===== src/i2crs_pkg.sv =====
// Shared types and constants of the I2C register transaction sequencer.
package i2crs_pkg;

    localparam int CNT_W      = 6;
    localparam int IDX_W      = 5;
    localparam int ADDR_MAX_W = 8;
    localparam int CMP_W      = 9;

    typedef enum logic [2:0] {
        OP_START_READ  = 3'd0,
        OP_START_WRITE = 3'd1,
        OP_LOAD_BYTE   = 3'd2,
        OP_TX_READY    = 3'd3,
        OP_RX_BYTE     = 3'd4,
        OP_READ_BUF    = 3'd5
    } t_op;

    typedef enum logic [2:0] {
        PH_IDLE  = 3'd0,
        PH_REG   = 3'd1,
        PH_TURN  = 3'd2,
        PH_WRITE = 3'd3,
        PH_READ  = 3'd4
    } t_phase;

    typedef struct packed {
        logic [2:0]       op;
        logic [6:0]       dev_address;
        logic [7:0]       register_address;
        logic [CNT_W-1:0] byte_count;
        logic [IDX_W-1:0] buffer_index;
        logic [7:0]       data_byte;
    } t_in;

    typedef struct packed {
        logic       start_cond;
        logic       transmit_dir;
        logic       stop_cond;
        logic       stop_after_start;
        logic       send_valid;
        logic [7:0] send_byte;
        logic       tx_event_enable;
        logic       rx_event_enable;
        logic [6:0] slave_address;
        logic [2:0] phase;
        logic       done_res;
        logic [7:0] read_data;
    } t_out;

    typedef struct packed {
        logic                  wr_en;
        logic [ADDR_MAX_W-1:0] wr_addr;
        logic [7:0]            wr_data;
        logic                  rd_en;
        logic [ADDR_MAX_W-1:0] rd_addr;
    } t_mem_req;

    typedef struct packed {
        t_out res;
        logic sel_tx;
        logic sel_rx;
    } t_stage;

endpackage


===== src/i2crs_store.sv =====
// Byte buffer memory with one write port, one registered read port and per-entry valid bits.
module i2crs_store
    import i2crs_pkg::*;
#(
    parameter int DEPTH = 32
) (
    input  logic       i_clk,
    input  logic       i_rst_n,
    input  t_mem_req   i_req,
    output logic [7:0] o_rdata
);

    localparam int ADDR_W = $clog2(DEPTH);

    logic [7:0]       r_mem [DEPTH];
    logic [DEPTH-1:0] r_valid;
    logic [7:0]       r_rdata;
    logic [ADDR_W-1:0] wr_a;
    logic [ADDR_W-1:0] rd_a;

    assign wr_a = i_req.wr_addr[ADDR_W-1:0];
    assign rd_a = i_req.rd_addr[ADDR_W-1:0];

    always_ff @(posedge i_clk) begin
        if (i_req.wr_en) begin
            r_mem[wr_a] <= i_req.wr_data;
        end
    end

    always_ff @(posedge i_clk) begin
        if (!i_rst_n) begin
            r_valid <= '0;
        end else if (i_req.wr_en) begin
            r_valid[wr_a] <= 1'b1;
        end
    end

    always_ff @(posedge i_clk) begin
        if (i_req.rd_en) begin
            r_rdata <= r_valid[rd_a] ? r_mem[rd_a] : 8'd0;
        end
    end

    assign o_rdata = r_rdata;

endmodule


===== src/i2crs_seq.sv =====
// Transaction sequencer state machine that updates the control state and drives the buffers.
module i2crs_seq
    import i2crs_pkg::*;
#(
    parameter int BUFFER_DEPTH = 32
) (
    input  logic     i_clk,
    input  logic     i_rst_n,
    input  logic     i_accept,
    input  t_in      i_item,
    output t_stage   o_stage,
    output t_mem_req o_tx_req,
    output t_mem_req o_rx_req
);

    localparam int ADDR_W = $clog2(BUFFER_DEPTH);

    t_phase            r_phase, n_phase;
    logic [7:0]        r_reg_addr, n_reg_addr;
    logic [6:0]        r_slave_addr, n_slave_addr;
    logic [CNT_W-1:0]  r_rx_rem, n_rx_rem;
    logic [CNT_W-1:0]  r_tx_rem, n_tx_rem;
    logic [ADDR_W-1:0] r_rx_ptr, n_rx_ptr;
    logic [ADDR_W-1:0] r_tx_ptr, n_tx_ptr;
    logic              r_tx_irq, n_tx_irq;
    logic              r_rx_irq, n_rx_irq;
    logic              r_dir, n_dir;
    t_stage            r_stage, n_stage;

    logic             idx_ok;
    logic [CNT_W-1:0] cnt_sat;
    logic [CNT_W-1:0] rx_rem_ev;

    assign idx_ok  = {4'd0, i_item.buffer_index} < CMP_W'(BUFFER_DEPTH);
    assign cnt_sat = ({3'd0, i_item.byte_count} > CMP_W'(BUFFER_DEPTH)) ?
                     CNT_W'(BUFFER_DEPTH) : i_item.byte_count;
    assign rx_rem_ev = (r_rx_rem != '0) ? (r_rx_rem - CNT_W'(1)) : '0;

    always_comb begin
        n_phase = r_phase;
        unique case (i_item.op) inside
            OP_START_READ, OP_START_WRITE: begin
                n_phase = PH_REG;
            end
            OP_TX_READY: begin
                if (r_tx_irq) begin
                    unique case (r_phase)
                        PH_REG:   n_phase = (r_rx_rem != '0) ? PH_TURN : PH_WRITE;
                        PH_TURN:  n_phase = PH_READ;
                        PH_WRITE: n_phase = (r_tx_rem == '0) ? PH_IDLE : PH_WRITE;
                        PH_IDLE, PH_READ: n_phase = r_phase;
                        default:  n_phase = r_phase;
                    endcase
                end
            end
            OP_RX_BYTE: begin
                if (r_rx_irq && rx_rem_ev == '0) begin
                    n_phase = PH_IDLE;
                end
            end
            default: n_phase = r_phase;
        endcase
    end

    always_comb begin
        n_reg_addr   = r_reg_addr;
        n_slave_addr = r_slave_addr;
        n_rx_rem     = r_rx_rem;
        n_tx_rem     = r_tx_rem;
        n_rx_ptr     = r_rx_ptr;
        n_tx_ptr     = r_tx_ptr;
        n_tx_irq     = r_tx_irq;
        n_rx_irq     = r_rx_irq;
        n_dir        = r_dir;
        n_stage      = '0;
        o_tx_req     = '0;
        o_rx_req     = '0;
        unique case (i_item.op) inside
            OP_START_READ, OP_START_WRITE: begin
                n_reg_addr   = i_item.register_address;
                n_slave_addr = i_item.dev_address;
                n_rx_rem     = (i_item.op == OP_START_READ) ? cnt_sat : '0;
                n_tx_rem     = (i_item.op == OP_START_READ) ? '0 : cnt_sat;
                n_rx_ptr     = '0;
                n_tx_ptr     = '0;
                n_rx_irq     = 1'b0;
                n_tx_irq     = 1'b1;
                n_dir        = 1'b1;
                n_stage.res.start_cond = 1'b1;
            end
            OP_LOAD_BYTE: begin
                o_tx_req.wr_en   = i_accept && idx_ok;
                o_tx_req.wr_addr = ADDR_MAX_W'(i_item.buffer_index);
                o_tx_req.wr_data = i_item.data_byte;
            end
            OP_TX_READY: begin
                if (r_tx_irq) begin
                    unique case (r_phase)
                        PH_REG: begin
                            n_stage.res.send_valid = 1'b1;
                            n_stage.res.send_byte  = r_reg_addr;
                        end
                        PH_TURN: begin
                            n_rx_irq = 1'b1;
                            n_tx_irq = 1'b0;
                            n_dir    = 1'b0;
                            n_stage.res.start_cond       = 1'b1;
                            n_stage.res.stop_after_start = (r_rx_rem == CNT_W'(1));
                        end
                        PH_WRITE: begin
                            if (r_tx_rem != '0) begin
                                n_stage.res.send_valid = 1'b1;
                                n_stage.sel_tx         = 1'b1;
                                o_tx_req.rd_en         = i_accept;
                                o_tx_req.rd_addr       = ADDR_MAX_W'(r_tx_ptr);
                                n_tx_ptr = r_tx_ptr + ADDR_W'(1);
                                n_tx_rem = r_tx_rem - CNT_W'(1);
                            end else begin
                                n_stage.res.stop_cond = 1'b1;
                                n_stage.res.done_res  = 1'b1;
                                n_tx_irq = 1'b0;
                            end
                        end
                        PH_IDLE, PH_READ: begin
                        end
                        default: begin
                        end
                    endcase
                end
            end
            OP_RX_BYTE: begin
                if (r_rx_irq) begin
                    if (r_rx_rem != '0) begin
                        o_rx_req.wr_en   = i_accept;
                        o_rx_req.wr_addr = ADDR_MAX_W'(r_rx_ptr);
                        o_rx_req.wr_data = i_item.data_byte;
                        n_rx_ptr = r_rx_ptr + ADDR_W'(1);
                        n_stage.res.read_data = i_item.data_byte;
                    end
                    n_rx_rem = rx_rem_ev;
                    if (rx_rem_ev == CNT_W'(1)) begin
                        n_stage.res.stop_cond = 1'b1;
                    end else if (rx_rem_ev == '0) begin
                        n_rx_irq = 1'b0;
                        n_stage.res.done_res = 1'b1;
                    end
                end
            end
            OP_READ_BUF: begin
                if (idx_ok) begin
                    n_stage.sel_rx   = 1'b1;
                    o_rx_req.rd_en   = i_accept;
                    o_rx_req.rd_addr = ADDR_MAX_W'(i_item.buffer_index);
                end
            end
            default: begin
            end
        endcase
        n_stage.res.transmit_dir    = n_dir;
        n_stage.res.tx_event_enable = n_tx_irq;
        n_stage.res.rx_event_enable = n_rx_irq;
        n_stage.res.slave_address   = n_slave_addr;
        n_stage.res.phase           = n_phase;
    end

    always_ff @(posedge i_clk) begin
        if (!i_rst_n) begin
            r_phase      <= PH_IDLE;
            r_reg_addr   <= '0;
            r_slave_addr <= '0;
            r_rx_rem     <= '0;
            r_tx_rem     <= '0;
            r_rx_ptr     <= '0;
            r_tx_ptr     <= '0;
            r_tx_irq     <= 1'b0;
            r_rx_irq     <= 1'b0;
            r_dir        <= 1'b0;
        end else if (i_accept) begin
            r_phase      <= n_phase;
            r_reg_addr   <= n_reg_addr;
            r_slave_addr <= n_slave_addr;
            r_rx_rem     <= n_rx_rem;
            r_tx_rem     <= n_tx_rem;
            r_rx_ptr     <= n_rx_ptr;
            r_tx_ptr     <= n_tx_ptr;
            r_tx_irq     <= n_tx_irq;
            r_rx_irq     <= n_rx_irq;
            r_dir        <= n_dir;
        end
    end

    always_ff @(posedge i_clk) begin
        if (i_accept) begin
            r_stage <= n_stage;
        end
    end

    assign o_stage = r_stage;

endmodule


===== src/i2crs_ofifo.sv =====
// Two-entry result queue that parts the sequencer from the result receiver.
module i2crs_ofifo
    import i2crs_pkg::*;
(
    input  logic i_clk,
    input  logic i_rst_n,
    input  logic i_push,
    input  t_out i_data,
    output logic o_room,
    output logic o_valid,
    input  logic i_ready,
    output t_out o_data
);

    t_out       r_data [2];
    logic       r_wptr;
    logic       r_rptr;
    logic [1:0] r_count, n_count;
    logic       pop;

    assign pop     = (r_count != 2'd0) && i_ready;
    assign o_valid = (r_count != 2'd0);
    assign o_room  = (r_count != 2'd2);
    assign o_data  = r_data[r_rptr];

    always_comb begin
        n_count = r_count;
        case ({i_push, pop})
            2'b10:   n_count = r_count + 2'd1;
            2'b01:   n_count = r_count - 2'd1;
            default: n_count = r_count;
        endcase
    end

    always_ff @(posedge i_clk) begin
        if (!i_rst_n) begin
            r_wptr  <= 1'b0;
            r_rptr  <= 1'b0;
            r_count <= 2'd0;
        end else begin
            r_count <= n_count;
            if (i_push) begin
                r_wptr <= ~r_wptr;
            end
            if (pop) begin
                r_rptr <= ~r_rptr;
            end
        end
    end

    always_ff @(posedge i_clk) begin
        if (i_push) begin
            r_data[r_wptr] <= i_data;
        end
    end

endmodule


===== src/i2c_register_transaction_sequencer_unit.sv =====
// Top level of the I2C register transaction sequencer.
//
// Items arrive on the input channel (i_in_valid, o_in_ready, i_in_data) and each
// one gives exactly one result on the output channel (o_out_valid, i_out_ready,
// o_out_data), in order. A transfer happens at a rising edge with valid and
// ready both high.
// Throughput is one item per cycle unless the receiver stalls and the queue fills.
// When an item is taken, the control state is updated and the buffer access is
// issued into the stage register; from there the result, with the registered
// buffer read, moves into the two-entry result queue and becomes visible.
// When the receiver stalls, the queue absorbs results; input is still taken
// while one result waits, and o_in_ready falls only once the queue is full
// and the stage in front of it is occupied.
// Reset is synchronous and active low. It returns the sequencer to idle and
// clears the buffer valid bits at once, so both buffers read as zero without
// any clearing pass.
module i2c_register_transaction_sequencer_unit
    import i2crs_pkg::*;
#(
    parameter int BUFFER_DEPTH = 32
) (
    input  logic i_clk,
    input  logic i_rst_n,
    input  logic i_in_valid,
    output logic o_in_ready,
    input  t_in  i_in_data,
    output logic o_out_valid,
    input  logic i_out_ready,
    output t_out o_out_data
);

    logic       r_s1_valid, n_s1_valid;
    logic       accept;
    logic       s1_move;
    logic       room;
    t_stage     stage;
    t_mem_req   tx_req;
    t_mem_req   rx_req;
    logic [7:0] tx_rdata;
    logic [7:0] rx_rdata;
    t_out       result;

    assign s1_move    = r_s1_valid && room;
    assign o_in_ready = !r_s1_valid || room;
    assign accept     = i_in_valid && o_in_ready;
    assign n_s1_valid = accept || (r_s1_valid && !s1_move);

    always_ff @(posedge i_clk) begin
        if (!i_rst_n) begin
            r_s1_valid <= 1'b0;
        end else begin
            r_s1_valid <= n_s1_valid;
        end
    end

    i2crs_seq #(
        .BUFFER_DEPTH(BUFFER_DEPTH)
    ) u_seq (
        .i_clk    (i_clk),
        .i_rst_n  (i_rst_n),
        .i_accept (accept),
        .i_item   (i_in_data),
        .o_stage  (stage),
        .o_tx_req (tx_req),
        .o_rx_req (rx_req)
    );

    i2crs_store #(
        .DEPTH(BUFFER_DEPTH)
    ) u_tx_store (
        .i_clk   (i_clk),
        .i_rst_n (i_rst_n),
        .i_req   (tx_req),
        .o_rdata (tx_rdata)
    );

    i2crs_store #(
        .DEPTH(BUFFER_DEPTH)
    ) u_rx_store (
        .i_clk   (i_clk),
        .i_rst_n (i_rst_n),
        .i_req   (rx_req),
        .o_rdata (rx_rdata)
    );

    always_comb begin
        result = stage.res;
        if (stage.sel_tx) begin
            result.send_byte = tx_rdata;
        end
        if (stage.sel_rx) begin
            result.read_data = rx_rdata;
        end
    end

    i2crs_ofifo u_ofifo (
        .i_clk   (i_clk),
        .i_rst_n (i_rst_n),
        .i_push  (s1_move),
        .i_data  (result),
        .o_room  (room),
        .o_valid (o_out_valid),
        .i_ready (i_out_ready),
        .o_data  (o_out_data)
    );

endmodule


===== config.mk =====
export PLATFORM = sky130hd
export DESIGN_NAME = i2c_register_transaction_sequencer_unit
export DESIGN_NICKNAME = d
export VERILOG_FILES = /design/src/i2crs_pkg.sv /design/src/i2crs_store.sv /design/src/i2crs_seq.sv /design/src/i2crs_ofifo.sv /design/src/i2c_register_transaction_sequencer_unit.sv
export SDC_FILE = /design/constraint.sdc
export NUM_CORES = 1
export LEC_CHECK = 0
export BUFFER_PORTS_ARGS = -buffer_cell sky130_fd_sc_hd__buf_2
export CAP_MARGIN = 5
export CORE_MARGIN = 1
export CORE_UTILIZATION = 30
export DETAILED_ROUTE_END_ITERATION = 16
export PLACE_DENSITY_LB_ADDON = 0.12
export SLEW_MARGIN = 10
export SYNTH_ARGS = -nofsm -noshare
export SYNTH_HDL_FRONTEND = slang
export SYNTH_HIERARCHICAL = 1
export SYNTH_SLANG_ARGS = --single-unit
export TNS_END_PERCENT = 30

===== constraint.sdc =====
create_clock -name i_clk -period 8.6 [get_ports i_clk]
set_input_delay 0.86 -clock i_clk [delete_from_list [all_inputs] [get_ports i_clk]]
set_output_delay 0.86 -clock i_clk [all_outputs]
set_load 0.01 [all_outputs]

Yosys cells after proc, flatten, opt, wreduce, memory -nomap -nowiden
Memory sizes are Yosys's and may differ from the RTL's. A register that Yosys moved wholly into a read port is not among the register bits.
Index checks and enable logic that the tools add are counted.
{"block": "word_totals", "regBits": 148, "ram_bits": 580, "in_bits": 41, "out_inout_bits": 36, "wordCells": 184, "n_memories": 3}
{"memory": "u_rx_store.r_mem", "words": 32, "width": 8, "read_ports": 1, "rd_ports_with_merged_regs": 1, "wr": 1, "line": "i2crs_store.sv:15", "rtl": "logic [7:0] r_mem [DEPTH];"}
{"memory": "u_tx_store.r_mem", "words": 32, "width": 8, "read_ports": 1, "rd_ports_with_merged_regs": 1, "wr": 1, "line": "i2crs_store.sv:15"}
{"memory": "u_ofifo.r_data", "words": 2, "width": 34, "read_ports": 1, "rd_ports_with_merged_regs": 1, "wr": 1, "line": "i2crs_ofifo.sv:15", "rtl": "t_out r_data [2];"}
{"block": "classes", "n_addsub": 6, "n_lt_le_gt_ge": 7, "eq_ne": 18, "n_mux": 84, "n_bitwise": 4, "reduce_logical": 32}
{"op": "17-bit two-way mux", "n": 4}
{"op": "32-bit bitwise OR", "n": 2}
{"op": "9-bit two-way mux", "n": 6}
{"op": "6-bit two-way mux", "n": 8}
{"op": "1-bit two-way mux", "n": 33}
{"op": "8-bit two-way mux", "n": 4}
{"op": "5-bit two-way mux", "n": 5}
{"op": "5-bit by 6-bit less-than comparator with 1-bit output (second input constant)", "n": 4}
{"op": "6-bit one-hot mux with 2 select lines", "n": 2}
{"op": "5-bit one-hot mux with 2 select lines", "n": 2}
{"op": "3-bit one-hot mux with 3 select lines", "n": 2}
{"op": "3-bit AND reduction", "n": 5}
{"op": "1-bit one-hot mux with 2 select lines", "n": 7}
{"op": "3-bit by 2-bit equality test with 1-bit output (second input constant)", "n": 4}
{"op": "6-bit by 1-bit equality test with 1-bit output (second input constant)", "n": 2}
{"op": "6-bit zero test", "n": 2}
{"op": "6-bit nonzero test", "n": 2}
{"op": "6-bit by 1-bit subtractor with 6-bit output (second input constant)", "n": 2}
{"op": "11-bit two-way mux", "n": 1}
{"op": "5-bit by 1-bit adder with 5-bit output (second input constant)", "n": 2}
{"op": "1-bit binary-select mux with 5-bit select", "n": 2}
{"op": "1-bit demux with 5-bit select", "n": 2}
{"op": "5-bit by 1-bit >= comparator with 1-bit output (second input constant)", "n": 2}
{"op": "2-bit nonzero test", "n": 4}
{"op": "23 further kinds", "n": 42}

Logic depth before layout (Yosys ltp)
{"block": "logic_depth", "word_depth": 11, "ltp_mapped": 16, "mapped_depth_nobuf": 11}

Cells and area by module
The synthesis kept the hierarchy.
{"module": "i2crs_store (u_rx_store)", "n_inst": 1, "cells_per_inst": 615, "area_per_inst_um2": 11616.1, "seq_area_each_um2": 8568.2}
{"module": "i2crs_store (u_tx_store)", "n_inst": 1, "cells_per_inst": 613, "area_per_inst_um2": 11596.1, "seq_area_each_um2": 8568.2}
{"module": "i2crs_seq", "n_inst": 1, "cells_per_inst": 475, "area_per_inst_um2": 4269.1, "seq_area_each_um2": 1941.9}
{"module": "i2crs_ofifo", "n_inst": 1, "cells_per_inst": 129, "area_per_inst_um2": 2670.1, "seq_area_each_um2": 2142.1}
{"module": "i2c_register_transaction_sequencer_unit", "n_inst": 1, "cells_per_inst": 24, "area_per_inst_um2": 312.8, "seq_area_each_um2": 20.0}

Worst setup path before layout
Ideal clock, no wire load.
{"block": "synth_path", "path_type": "input-to-reg", "from": "input i_in_valid", "to": "memory u_rx_store.r_mem[0][0], enable pin", "setup_ns": 0.374, "arrival_time_ns": 3.759, "required_time_ns": 8.226, "setup_slack_ns": 4.468, "path_stages": 8, "n_path_buf": 2, "cell_sequence": "and2_1 nor2b_1 o21ai_0 buf_2 nor3_1 or3b_1 clkbuf_1 nor2_1"}
{"element": "from (decl)", "line": "i2c_register_transaction_sequencer_unit.sv:24", "rtl": "input logic i_in_valid,"}
{"element": "to (decl)", "line": "i2crs_store.sv:15"}

==> flow_summary.toml <==
[worst_setup_path]
crit_path_cell_trace = "inv_1, ha_1, nor2b_1, a211o_1, inv_1, and2_4, buf_12, mux4_2, o211ai_1, nand4_2, o211a_1"
timing.critical_path.to_type = "register"
r2r-start = "u_seq/r_tx_rem[0]"
cp.arrival_ps = 4800
cp_startpoint_kind = "register"
worst-r2r-cell-count = 11
timing.critical_path.mode_cell = "sky130_fd_sc_hd__inv_1"
slowest_stage = "sky130_fd_sc_hd__and2_4"
timing.critical_path.fanout_max = 67
path_class = "reg -> reg"
max_stage_delay_ps = 710
crit_family = "simple AND/OR/NAND/NOR gates"
worst_reg_to_reg_setup_slack_ps = 4170
worst-endpoint-required_ps = 8970
worst_r2r_endpoint = "u_tx_store/o_rdata[2]"
worstPathBufferInverterCount = 3

[clocking]
worstSkewPairLatency_ps = 630
ctsHoldBuffers = 0
cts.reportedPaths.clkPinSlew_ps = 60
clock-sinks = 745
tritoncts = "done"
post_cts_buffers = 0
h-tree-depth = 3
cts-root-buf = "sky130_fd_sc_hd__clkbuf_16"
clockBufferDepth = 3
cts_buffers = 81
ctsResizeCount = 0

[min_path]
hold_path_end = "u_ofifo/r_data[1][33]"
worst_hold_path.num_cells = 0
hold_path_class = "reg -> reg"
timing.hold.worst.start = "u_seq/o_stage[35]"

[floorplan]
floorplan.initialDensity_pct = 30.33
die_height_um = 320.2
fp.dieArea_um2 = 102500
core_area_um2 = 100100
core.rowCount = 116
boundaryPins = 77
die_x_um = 320.2

[layout]
ff_latch_area_um2 = 21240
diodes = 0
nets = 1983
final_layout_size_suffix_gt1_share_pct = 17.89
area.growth.synth_to_final_pct = 14.62
multi_input_comb_area_um2 = 8382
final_standard_cell_utilization_of_the_core_pct = 34.76
fillCellCount = 9503
finalNonFillerCells = 3299

[timing]
finalCritPeriodShare_pct = 51.51
number_of_max_slew_violations_in_the_final_report = 0
timing.max_slew.rel_slack_pct = 18.12
final.setup_skew_ps = 19.08
rsz0062_at_grt = "false"
hold_viol_final = 0
worst-slew-pin-transition_ps = 1228
setup_viol = 0
finalCriticalPeriod_ps = 4430
minimum_setup_slack_in_the_final_design_ps = 4170
fin_setup_tns_ps = 0
fmax_ghz = 0.2257

[route]
drcViolationCount = 0
wl_per_cell_um = 23.68
route.detailed.vias_per_inst = 5.032
drtIter0Drc = 1315
routed-via-count = 16600
antenna_left = 0
number_of_iterations_in_the_first_detailed_routing_pass = 5
total_routed_length_um = 78120

[place]
weighted_congestion_reported_at_the_end_of_routability_driven_placement = 0.7772
buffer_ports.inserted = 76
dpl_worst_slack_ps = 3643
dpl.cell_count = 3149
dp_hpwl_um = 50180

[grt]
grt_start_max_net_pins = 93
overflow = 0
number_of_antenna_violations_at_the_first_check_in_global_routing = 4
number_of_global_route_vias_before_repair = 16590
global_route.usage.total_pct = 15.21
grt_pass1_wl_um = 115600

[synthesis]
mean_cell_area_of_the_mapped_netlist_um2 = 16.48
synth_area_um2 = 30370
ys_warn_count = 6
nets_in_the_synthesized_netlist = 1892
synth_cells = 1843

[pwr]
power.density_cell_area_nw_per_um2 = 229.6
vdd_ir_drop_max_mv = 0.1527
cellLeakagePower_uw = 0.01043

[run]
timing.max_cap.violations = 0

[status]
outcome = "completed"
## flip-flops by register name, summed over array words and instances (netlist names), 6 cells and up, named ones only
signal	count
u_rx_store/r_mem	256
u_tx_store/r_mem	256
u_ofifo/r_data	68
u_seq/o_stage	36
u_rx_store/r_valid	32
u_tx_store/r_valid	32
u_rx_store/o_rdata	8
u_seq/r_reg_addr	8
u_tx_store/o_rdata	8
u_seq/r_slave_addr	7
u_seq/r_rx_rem	6
u_seq/r_tx_rem	6
## how the worst max path moves through the flow
stage                            from                     end  cells after the start
floorplan                  i_in_valid  u_rx_store/r_mem[0][0]                      8
global placement        i_in_data[36]   u_rx_store/o_rdata[6]                      9
detailed placement      i_in_data[36]   u_rx_store/o_rdata[6]                      9
CTS                 u_seq/r_tx_rem[0]   u_tx_store/o_rdata[2]                     11
global route        u_seq/r_tx_rem[0]   u_tx_store/o_rdata[2]                     11
finish              u_seq/r_tx_rem[0]   u_tx_store/o_rdata[2]                     11
## metrics by stage
step	instance area (um2)	hold WS, ps	power, uW
floorplan	30370	421.5	4270
global placement	31980	423.7	4411
detailed placement	31980	430.2	4415
CTS	34810	432.5	8113
global route	34810	453.5	8271
finish	34810	440.6	7993
## area by class of cell
class | count | share of cell area (%)
sequential | 745 | 61.02
multi-input combinational | 974 | 24.08
clock buffer | 107 | 6.635
tap | 1298 | 4.666
timing repair buffer | 111 | 1.891
clock inverter | 43 | 1.481
inverter | 21 | 0.2264
## placed cells by master (no fill, tap or decap), drive strengths merged, types with 10 or more instances in the layout
master and instances:
a21oi 42, a221oi 66, a22oi 18, and2 49, and3 19, buf 111
bufinv 11, clkbuf 107, clkinv 27, dfxtp 113, edfxtp 632, inv 22
mux2 54, mux2i 142, mux4 75, nand2 78, nand2b 10, nand3 29
nand3b 16, nor2 85, nor2b 14, nor3 11, o211a 17, o21a 83
o21ai 41, o32a 16, or3 10
## power by group
part | internal [uW] | total (uW) | leakage [uW] | switching (uW)
Combinational | 140 | 342 | 0.00307 | 202
Clock | 2220 | 3660 | 0.00138 | 1440
Sequential | 3940 | 3990 | 0.00598 | 49.2
## routing by layer
layer	vias up	part of all wire (%)	track usage (%)
met2	350	46	23.62
met4	8	2.3	4.264
li1	7561	-	-
met3	114	4.3	2.829
met5	-	0.067	0
met1	8566	48	21.65
Note: power is estimated with default switching activity, not from simulation.
